**src/hw/rtl/mnpg_pkg.sv**
```systemverilog
package mnpg_pkg;

  // stack geometry
  localparam int unsigned STACK_DEPTH = 16;
  localparam int unsigned IDX_W       = $clog2(STACK_DEPTH);
  localparam int unsigned CNT_W       = $clog2(STACK_DEPTH + 1);

  // field widths
  localparam int unsigned ACT_W       = 3;
  localparam int unsigned NOTE_W      = 7;
  localparam int unsigned VEL_W       = 7;
  localparam int unsigned COUNT_OUT_W = 5;

  localparam int unsigned COUNT_OUT_MAX = (2 ** COUNT_OUT_W) - 1;

  localparam logic [NOTE_W-1:0] BUTTON_NOTE    = NOTE_W'(60);
  localparam logic [VEL_W-1:0]  HOLD_THRESHOLD = VEL_W'(64);

  // event codes
  typedef enum logic [ACT_W-1:0] {
    ACT_NOTE_ON        = 3'd0,
    ACT_NOTE_OFF       = 3'd1,
    ACT_PEDAL          = 3'd2,
    ACT_HOLD_TOGGLE    = 3'd3,
    ACT_BUTTON_PRESS   = 3'd4,
    ACT_BUTTON_RELEASE = 3'd5
  } action_e;

  // request into the note stack
  typedef struct packed {
    logic              valid;
    logic              is_release;
    logic [NOTE_W-1:0] note;
  } stack_req_t;

  // answer from the note stack
  typedef struct packed {
    logic              done;
    logic              top_valid;
    logic [NOTE_W-1:0] top_note;
    logic [CNT_W-1:0]  count;
  } stack_rsp_t;

  // stack fill as reported on the result, saturated
  function automatic logic [COUNT_OUT_W-1:0] count_out(logic [CNT_W-1:0] c);
    if (32'(c) > COUNT_OUT_MAX) begin
      return COUNT_OUT_W'(COUNT_OUT_MAX);
    end
    return COUNT_OUT_W'(c);
  endfunction

endpackage

```
**src/hw/rtl/mnpg_stack.sv**
```systemverilog
module mnpg_stack (
  input  logic                clk_i,
  input  logic                rst_ni,
  input  mnpg_pkg::stack_req_t req_i,
  output mnpg_pkg::stack_rsp_t rsp_o
);
  import mnpg_pkg::*;

  localparam logic [1:0] S_IDLE     = 2'd0;
  localparam logic [1:0] S_WALK     = 2'd1;
  localparam logic [1:0] S_TOP_RD   = 2'd2;
  localparam logic [1:0] S_TOP_WAIT = 2'd3;

  logic [1:0]        state_q, state_d;
  logic              is_rel_q, is_rel_d;
  logic [NOTE_W-1:0] note_q, note_d;
  logic [CNT_W-1:0]  cnt_q, cnt_d;
  logic [CNT_W-1:0]  rd_idx_q, rd_idx_d;
  logic [IDX_W-1:0]  cmp_idx_q, cmp_idx_d;
  logic              rd_vld_q, rd_vld_d;
  logic              found_q, found_d;

  // note memory, one write and one registered read port
  logic [NOTE_W-1:0] mem_q [STACK_DEPTH];
  logic [NOTE_W-1:0] rd_data_q;
  logic              mem_re;
  logic [IDX_W-1:0]  mem_raddr;
  logic              mem_we;
  logic [IDX_W-1:0]  mem_waddr;
  logic [NOTE_W-1:0] mem_wdata;

  logic issue;
  logic hit;
  logic walk_end;
  logic add_note;

  // walk helpers
  assign issue    = (state_q == S_WALK) && (rd_idx_q < cnt_q);
  assign hit      = (state_q == S_WALK) && rd_vld_q && !found_q && (rd_data_q == note_q);
  assign walk_end = (state_q == S_WALK) &&
                    ((!is_rel_q && hit) || ((rd_idx_q == cnt_q) && !rd_vld_q));
  assign add_note = walk_end && !is_rel_q && !hit && (cnt_q < CNT_W'(STACK_DEPTH));

  // sequencer
  always_comb begin
    state_d   = state_q;
    is_rel_d  = is_rel_q;
    note_d    = note_q;
    cnt_d     = cnt_q;
    rd_idx_d  = rd_idx_q;
    cmp_idx_d = cmp_idx_q;
    rd_vld_d  = 1'b0;
    found_d   = found_q;
    mem_re    = 1'b0;
    mem_raddr = rd_idx_q[IDX_W-1:0];
    mem_we    = 1'b0;
    mem_waddr = cmp_idx_q - IDX_W'(1);
    mem_wdata = rd_data_q;
    rsp_o.done      = 1'b0;
    rsp_o.top_valid = (cnt_q != '0);
    rsp_o.top_note  = rd_data_q;
    rsp_o.count     = cnt_q;

    unique case (state_q)
      S_IDLE: begin
        if (req_i.valid) begin
          is_rel_d = req_i.is_release;
          note_d   = req_i.note;
          rd_idx_d = '0;
          found_d  = 1'b0;
          state_d  = S_WALK;
        end
      end
      S_WALK: begin
        // stream reads in index order, compare one entry per cycle
        if (issue) begin
          mem_re    = 1'b1;
          cmp_idx_d = rd_idx_q[IDX_W-1:0];
          rd_idx_d  = rd_idx_q + CNT_W'(1);
          rd_vld_d  = 1'b1;
        end
        if (hit) begin
          found_d = 1'b1;
        end
        // after the removed entry, every arriving entry moves down one place
        if (is_rel_q && found_q && rd_vld_q) begin
          mem_we = 1'b1;
        end
        if (add_note) begin
          mem_we    = 1'b1;
          mem_waddr = cnt_q[IDX_W-1:0];
          mem_wdata = note_q;
          cnt_d     = cnt_q + CNT_W'(1);
        end
        if (walk_end) begin
          if (is_rel_q) begin
            if (found_q) begin
              cnt_d = cnt_q - CNT_W'(1);
            end
            state_d = S_TOP_RD;
          end else begin
            rsp_o.done = 1'b1;
            state_d    = S_IDLE;
          end
        end
      end
      S_TOP_RD: begin
        if (cnt_q == '0) begin
          rsp_o.done = 1'b1;
          state_d    = S_IDLE;
        end else begin
          mem_re    = 1'b1;
          mem_raddr = IDX_W'(cnt_q - CNT_W'(1));
          state_d   = S_TOP_WAIT;
        end
      end
      S_TOP_WAIT: begin
        rsp_o.done = 1'b1;
        state_d    = S_IDLE;
      end
      default: begin
        state_d = S_IDLE;
      end
    endcase
  end

  // control registers
  always_ff @(posedge clk_i or negedge rst_ni) begin
    if (!rst_ni) begin
      state_q  <= S_IDLE;
      cnt_q    <= '0;
      rd_vld_q <= 1'b0;
      found_q  <= 1'b0;
      is_rel_q <= 1'b0;
    end else begin
      state_q  <= state_d;
      cnt_q    <= cnt_d;
      rd_vld_q <= rd_vld_d;
      found_q  <= found_d;
      is_rel_q <= is_rel_d;
    end
  end

  // walk payload
  always_ff @(posedge clk_i) begin
    note_q    <= note_d;
    rd_idx_q  <= rd_idx_d;
    cmp_idx_q <= cmp_idx_d;
  end

  // memory array
  always_ff @(posedge clk_i) begin
    if (mem_we) begin
      mem_q[mem_waddr] <= mem_wdata;
    end
    if (mem_re) begin
      rd_data_q <= mem_q[mem_raddr];
    end
  end

endmodule

```
**src/hw/rtl/mono_note_priority_gate_core.sv**
```systemverilog
// Last-note priority tracker and gate for a monophonic voice. Each item is one
// control event (note on, note off, pedal, hold toggle, gate button press or
// release) and yields one result item with the state after the event: target
// note, sounding note, gate, hold latch, last velocity and stack fill. Held notes
// sit in a 16-entry memory with a registered read; note on and note off walk it
// one entry per cycle through that read port. One item is in work at a time;
// the next item is taken as soon as the previous result sits in the output
// register, even if that result has not been taken yet.
module mono_note_priority_gate_core (
  input  logic                               clk_i,
  input  logic                               rst_ni,
  input  logic                               in_valid_i,
  output logic                               in_ready_o,
  input  logic [mnpg_pkg::ACT_W-1:0]         action_i,
  input  logic [mnpg_pkg::NOTE_W-1:0]        note_number_i,
  input  logic [mnpg_pkg::VEL_W-1:0]         amount_i,
  output logic                               out_valid_o,
  input  logic                               out_ready_i,
  output logic [mnpg_pkg::NOTE_W-1:0]        target_note_o,
  output logic                               note_held_o,
  output logic [mnpg_pkg::NOTE_W-1:0]        held_note_o,
  output logic                               gate_open_o,
  output logic                               hold_active_o,
  output logic [mnpg_pkg::VEL_W-1:0]         last_velocity_o,
  output logic [mnpg_pkg::COUNT_OUT_W-1:0]   stack_count_o
);
  import mnpg_pkg::*;

  localparam logic [1:0] T_IDLE = 2'd0;
  localparam logic [1:0] T_WALK = 2'd1;
  localparam logic [1:0] T_EMIT = 2'd2;

  logic [1:0]        state_q, state_d;
  logic              is_rel_q, is_rel_d;
  logic [NOTE_W-1:0] note_q, note_d;
  logic [VEL_W-1:0]  amt_q, amt_d;

  // voice state
  logic [NOTE_W-1:0] cur_note_q, cur_note_d;
  logic              cur_valid_q, cur_valid_d;
  logic [NOTE_W-1:0] aim_q, aim_d;
  logic              gate_q, gate_d;
  logic              hold_q, hold_d;
  logic [VEL_W-1:0]  vel_q, vel_d;

  // result register
  logic                   out_valid_q;
  logic [NOTE_W-1:0]      out_target_q;
  logic                   out_held_q;
  logic [NOTE_W-1:0]      out_note_q;
  logic                   out_gate_q;
  logic                   out_hold_q;
  logic [VEL_W-1:0]       out_vel_q;
  logic [COUNT_OUT_W-1:0] out_count_q;
  logic                   out_load;

  stack_req_t stack_req;
  stack_rsp_t stack_rsp;
  logic       pedal_on;

  mnpg_stack u_stack (
    .clk_i  (clk_i),
    .rst_ni (rst_ni),
    .req_i  (stack_req),
    .rsp_o  (stack_rsp)
  );

  assign in_ready_o = (state_q == T_IDLE);
  assign pedal_on   = (amount_i >= HOLD_THRESHOLD);
  assign out_load   = (state_q == T_EMIT) && (!out_valid_q || out_ready_i);

  // event decode and voice update
  always_comb begin
    state_d     = state_q;
    is_rel_d    = is_rel_q;
    note_d      = note_q;
    amt_d       = amt_q;
    cur_note_d  = cur_note_q;
    cur_valid_d = cur_valid_q;
    aim_d       = aim_q;
    gate_d      = gate_q;
    hold_d      = hold_q;
    vel_d       = vel_q;
    stack_req   = '0;
    stack_req.note = note_number_i;

    unique case (state_q)
      T_IDLE: begin
        if (in_valid_i) begin
          note_d  = note_number_i;
          amt_d   = amount_i;
          state_d = T_EMIT;
          unique case (action_i)
            ACT_NOTE_ON, ACT_NOTE_OFF: begin
              // a note on with zero velocity is a note off
              stack_req.valid      = 1'b1;
              stack_req.is_release = (action_i == ACT_NOTE_OFF) || (amount_i == '0);
              is_rel_d             = stack_req.is_release;
              state_d              = T_WALK;
            end
            ACT_PEDAL: begin
              hold_d = pedal_on;
              if (!pedal_on && !cur_valid_q) begin
                gate_d = 1'b0;
              end
            end
            ACT_HOLD_TOGGLE: begin
              hold_d = !hold_q;
              if (hold_q && !cur_valid_q) begin
                gate_d = 1'b0;
              end
            end
            ACT_BUTTON_PRESS: begin
              if (!cur_valid_q) begin
                aim_d = BUTTON_NOTE;
              end
              gate_d = 1'b1;
            end
            ACT_BUTTON_RELEASE: begin
              if (!hold_q && !cur_valid_q) begin
                gate_d = 1'b0;
              end
            end
            default: begin
            end
          endcase
        end
      end
      T_WALK: begin
        if (stack_rsp.done) begin
          state_d = T_EMIT;
          if (!is_rel_q) begin
            cur_note_d  = note_q;
            cur_valid_d = 1'b1;
            aim_d       = note_q;
            vel_d       = amt_q;
            gate_d      = 1'b1;
          end else if (stack_rsp.top_valid) begin
            // fall back to the newest remaining note
            cur_note_d  = stack_rsp.top_note;
            cur_valid_d = 1'b1;
            aim_d       = stack_rsp.top_note;
          end else begin
            cur_valid_d = 1'b0;
            if (!hold_q) begin
              gate_d = 1'b0;
            end
          end
        end
      end
      T_EMIT: begin
        if (out_load) begin
          state_d = T_IDLE;
        end
      end
      default: begin
        state_d = T_IDLE;
      end
    endcase
  end

  // control and voice registers
  always_ff @(posedge clk_i or negedge rst_ni) begin
    if (!rst_ni) begin
      state_q     <= T_IDLE;
      is_rel_q    <= 1'b0;
      cur_note_q  <= '0;
      cur_valid_q <= 1'b0;
      aim_q       <= BUTTON_NOTE;
      gate_q      <= 1'b0;
      hold_q      <= 1'b0;
      vel_q       <= '0;
      out_valid_q <= 1'b0;
    end else begin
      state_q     <= state_d;
      is_rel_q    <= is_rel_d;
      cur_note_q  <= cur_note_d;
      cur_valid_q <= cur_valid_d;
      aim_q       <= aim_d;
      gate_q      <= gate_d;
      hold_q      <= hold_d;
      vel_q       <= vel_d;
      if (out_load) begin
        out_valid_q <= 1'b1;
      end else if (out_ready_i) begin
        out_valid_q <= 1'b0;
      end
    end
  end

  // item payload
  always_ff @(posedge clk_i) begin
    note_q <= note_d;
    amt_q  <= amt_d;
  end

  // result payload
  always_ff @(posedge clk_i) begin
    if (out_load) begin
      out_target_q <= aim_q;
      out_held_q   <= cur_valid_q;
      out_note_q   <= cur_valid_q ? cur_note_q : '0;
      out_gate_q   <= gate_q;
      out_hold_q   <= hold_q;
      out_vel_q    <= vel_q;
      out_count_q  <= count_out(stack_rsp.count);
    end
  end

  assign out_valid_o     = out_valid_q;
  assign target_note_o   = out_target_q;
  assign note_held_o     = out_held_q;
  assign held_note_o     = out_note_q;
  assign gate_open_o     = out_gate_q;
  assign hold_active_o   = out_hold_q;
  assign last_velocity_o = out_vel_q;
  assign stack_count_o   = out_count_q;

endmodule

```
**config.mk**
```make
export PLATFORM = sky130hd
export DESIGN_NAME = mono_note_priority_gate_core
export DESIGN_NICKNAME = d
export VERILOG_FILES = /design/src/hw/rtl/mnpg_pkg.sv /design/src/hw/rtl/mnpg_stack.sv /design/src/hw/rtl/mono_note_priority_gate_core.sv
export SDC_FILE = /design/constraint.sdc
export NUM_CORES = 1
export LEC_CHECK = 0
export ABC_AREA = 1
export BUFFER_PORTS_ARGS = -buffer_cell sky130_fd_sc_hd__buf_2
export CORE_MARGIN = 2
export CORE_UTILIZATION = 55
export CTS_CLUSTER_DIAMETER = 100
export DETAILED_ROUTE_END_ITERATION = 8
export PLACE_DENSITY = 0.72
export RECOVER_POWER = 50
export SLEW_MARGIN = 30
export SYNTH_ARGS = -nofsm -noshare
export SYNTH_HDL_FRONTEND = slang
export SYNTH_HIERARCHICAL = 1
export SYNTH_SLANG_ARGS = --single-unit
```
**constraint.sdc**
```tcl
create_clock -name clk_i -period 7.8 [get_ports clk_i]
set_input_delay 0.39 -clock clk_i [delete_from_list [all_inputs] [get_ports clk_i]]
set_output_delay 0.39 -clock clk_i [all_outputs]
set_load 0.1 [all_outputs]
```
==> qor.log <==
qor: run_status.outcome finished, violations left
qor: run_status.violations max-capacitance violations, max-slew violations
qor: logic_synthesis.synth_seq_cells 216
qor: place.place.port_buffers 51
qor: cts.clkSlewWorstSetupHoldPaths 0.06 ns
qor: routing.post_drt_via_cell_ratio 5.28
qor: sta.finalClockSkew 0.0110 ns
qor: critical_path.r2r_slack 3.53 ns
qor: routing.drc_markers 0
qor: critical_path.largest_incremental_delay_on_the_critical_path 1.17 ns
qor: critical_path.crit_path_class reg2reg
qor: critical_path.timing.critical_path.from_type register
qor: power.pwr-share-clk 24.2%
qor: place.place_congestion 0.897
qor: routing.drt-total-wl 19300 µm
qor: global_route.grt_pass1_vias 5772
qor: sta.timing.setup.tns 0 ns
qor: place.placement.setup.worst_slack 4.37 ns
qor: routing.number_of_nets_with_antenna_violations_after_routing 0
qor: logic_synthesis.synth-main-ff-cell edfxtp_1
qor: critical_path.cp_slowest_cell nor2_1
qor: logic_synthesis.synth.area.mux_share 0%
qor: cts.clockRootBuffer clkbuf_16
qor: logic_synthesis.synth_sequential_area_ratio 66.4%
qor: place.place.detailed.hpwl 13000 µm
qor: logic_synthesis.async_flop_share 17.6%
qor: power.power.switching 1.73 mW
qor: place.dp_cells 1105
qor: logic_synthesis.synth-warning-count 6
qor: die.die_height 135 µm
qor: sta.final_period_minus_worst_setup_slack 4.27 ns
qor: die.die-width 135 µm
qor: critical_path.path_max_fanout 26
qor: cts.clock_latency 0.50 ns
qor: power.switching_share 40.5%
qor: power.power.leakage 4.28 nW
qor: sta.report.final.hold_viol_count 0
qor: routing.drt_iter0_drc 508
qor: logic_synthesis.post_synth_and_or_nand_nor_area_fraction 15.6%
qor: sta.worst_slew_margin_rel -51.3%
qor: logic_synthesis.post-synth-top-area-cell edfxtp_1
qor: cts.cts_max_path_buffers 3
qor: cts.cts_htree_levels 1
qor: critical_path.cp_data_arrival_time 4.40 ns
qor: logic_synthesis.yosys.area.top_type_share 56.3%
qor: finish.areaGrowthSynthToFinish 11.6%
qor: cts.cts_post_setup_buffers_inserted 0
qor: sta.grt_setup_unrepaired false
qor: critical_path.required 7.93 ns
qor: sta.worst_hold_slack 0.0812 ns
qor: global_route.grt.overflow.total 0
qor: logic_synthesis.synth-edff-count 178
qor: place.post_dp_cell_area 9930 µm²
qor: critical_path.combined_buffer_and_inverter_count_along_the_critical_path 1
qor: flow_run.maxCapViolations 3
qor: logic_synthesis.synth_commonest_cells 190 x nand2_1, 178 x edfxtp_1, 108 x inv_1
qor: logic_synthesis.avgSynthCellArea 11.2 µm²
qor: die.rows 48
qor: logic_synthesis.syn_area 9490 µm²
qor: logic_synthesis.synth_adder_area_share 1.85%
qor: global_route.grt_pass1_wl 30400 µm
qor: logic_synthesis.post_synth_num_cell_types 41
qor: logic_synthesis.most_repeated_cell_in_the_gate_level_netlist_after_synthesis nand2_1
qor: die.total_die_area 18300 µm²
qor: routing.via_count 6046
qor: global_route.track_usage 21.6%
qor: power.internal-power 2.55 mW
qor: power.totalPowerFinal 4.28 mW
qor: logic_synthesis.synth.top_cells.by_area edfxtp_1 56%, dfrtp_1 9.0%, nand2_1 7.5%
qor: power.seqPwrFrac 39.3%
qor: power.combinational_power_share 36.5%
qor: routing.drt-pass1-iter-count 5
qor: logic_synthesis.synth_area_in_compound_gates 8.70%
qor: die.io_pins 52
qor: sta.setup_ws 3.53 ns
qor: global_route.grt_start_max_net_pins 71
qor: sta.worstMarginPinSlew 2.27 ns
qor: cts.tritoncts built
qor: global_route.grt_antenna_before_repair 0
qor: power.vdd_ir_drop_max 0.269 mV
qor: finish.layout.nets 940
qor: sta.finalMaxSlewViolations 96
qor: logic_synthesis.dominant_combinational_cell_family_by_area_after_synthesis simple AND/OR/NAND/NOR gates
qor: finish.design_area 10600 µm²
qor: sta.final_min_period_over_clock_period 54.7%
qor: logic_synthesis.postSynthCellCount 850
qor: worst_hold_path.worstHoldPathType in2reg
qor: routing.wl_per_cell 16.8 µm
qor: logic_synthesis.syn_nets 885
qor: finish.final_core_utilization 62.1%
qor: finish.final_layout_size_suffix_gt1_share 9.23%
qor: logic_synthesis.post_synth_xor_xnor_area 1.11%
qor: critical_path.cp_cell_sequence inv_1, ha_1, nand3_1, nor3_1, nand4_2, nor2_1, nand2_1, o21ai_1, nand2_1, nor2_1
qor: finish.layout.cells.non_filler 1146
qor: power.powerDensity 404 nW/µm²
qor: critical_path.crit_path_max_delay_family simple AND/OR/NAND/NOR gates
qor: critical_path.end_kind register
qor: cts.cts_inserted_buffers 22
qor: die.initial_core_util 55.6%
qor: cts.cts_num_sinks 216
qor: sta.fmaxAchievable 0.234 GHz
qor: sta.finalSetupViolCount 0
qor: finish.antenna-diode-count 0
qor: die.coreArea 17100 µm²
power groups by stage:
stage               Combinational (mW)  Sequential [mW]  Clock, mW
finish                            1.56             1.68       1.03
global route                      1.71             1.70       1.11
CTS                               1.58             1.68       1.06
detailed placement                1.57             1.70          0
global placement                  1.56             1.70          0
floorplan                        0.934             1.96          0
layout by cell type, fill, tap and decap left out, drive strengths merged:
| cell | netlist | final |
|---|---|---|
| inv | 117 | 118 |
| nand4 | 1 | 1 |
| dlygate4sd3 | 0 | 1 |
| clkinvlp | 0 | 1 |
| xor2 | 7 | 7 |
| edfxtp | 178 | 178 |
| a31oi | 2 | 2 |
| a22oi | 1 | 1 |
| buf | 26 | 13 |
| dfrtp | 34 | 34 |
| o22ai | 3 | 3 |
| o211ai | 52 | 52 |
| o221ai | 1 | 1 |
| o21ai | 51 | 51 |
| a21oi | 14 | 14 |
| clkinv | 0 | 4 |
| dfstp | 4 | 4 |
| clkbuf | 1 | 76 |
| nor3 | 7 | 7 |
| nand2 | 197 | 197 |
| and3 | 1 | 1 |
| nor2 | 63 | 63 |
| a21boi | 1 | 1 |
| nand3 | 62 | 62 |
| bufinv | 0 | 2 |
| ha | 14 | 14 |
| xnor2 | 5 | 5 |
| or2 | 4 | 4 |
| o21a | 1 | 1 |
| o21bai | 3 | 3 |
kinds of logic (layout without fill, tap and decap cells):
family	after synthesis	in the layout
AOI/OAI and AO/OA	129	129
DFF	216	216
xor gates and xnor gates	12	12
and+or+nand+nor	335	335
adders and majority gates	14	14
buffers and inverters	144	215
routing by layer:
metal / GRT usage (%) / share of wire, %
met1: 29.9 / 43
met2: 35.5 / 48
met3: 3.48 / 5.7
met4: 7.00 / 2.6
met5: 0 / 0
state kept, by name, summed over array words and instances, names as in the netlist, 2 cells and up:
| name | flops |
|---|---|
| held_note_o | 7 |
| u_stack/rd_idx_q | 5 |
| aim_q | 7 |
| target_note_o | 7 |
| u_stack/note_q | 7 |
| last_velocity_o | 7 |
| note_q | 7 |
| stack_count_o | 5 |
| vel_q | 7 |
| u_stack/rd_data_q | 7 |
| u_stack/mem_q | 112 |
| state_q | 2 |
| cur_note_q | 7 |
| u_stack/cmp_idx_q | 4 |
| u_stack/state_q | 2 |
| amt_q | 7 |
| u_stack/cnt_q | 5 |
area by class of cell:
cell class                 count  area [µm²]
multi-input combinational    490        2580
clock inverter                 8        93.8
sequential                   216        6300
fill                        1403        6470
clock buffer                  32         639
timing repair buffer          58         248
tap                          225         282
inverter                     117         442
worst paths after layout:
path / to / depth (start not counted) / start
max: u_stack/mem_q[7][6] / 10 / u_stack/cnt_q[2]
min: note_q[1] / 1 / note_number_i[1]
max reg2reg: u_stack/mem_q[7][6] / 10 / u_stack/cnt_q[2]
min reg2reg: last_velocity_o[3] / 0 / vel_q[3]
max in group asynchronous: cur_note_q[2] / 2 / rst_ni
min in group asynchronous: out_valid_o / 2 / rst_ni
repair_timing:
item                                   4_1_cts  5_1_grt
gates resized for setup                      0        0
endpoints found under the hold margin        0       34
hold buffers                                 0        1
No activity file was read; power rests on OpenSTA's default activity.
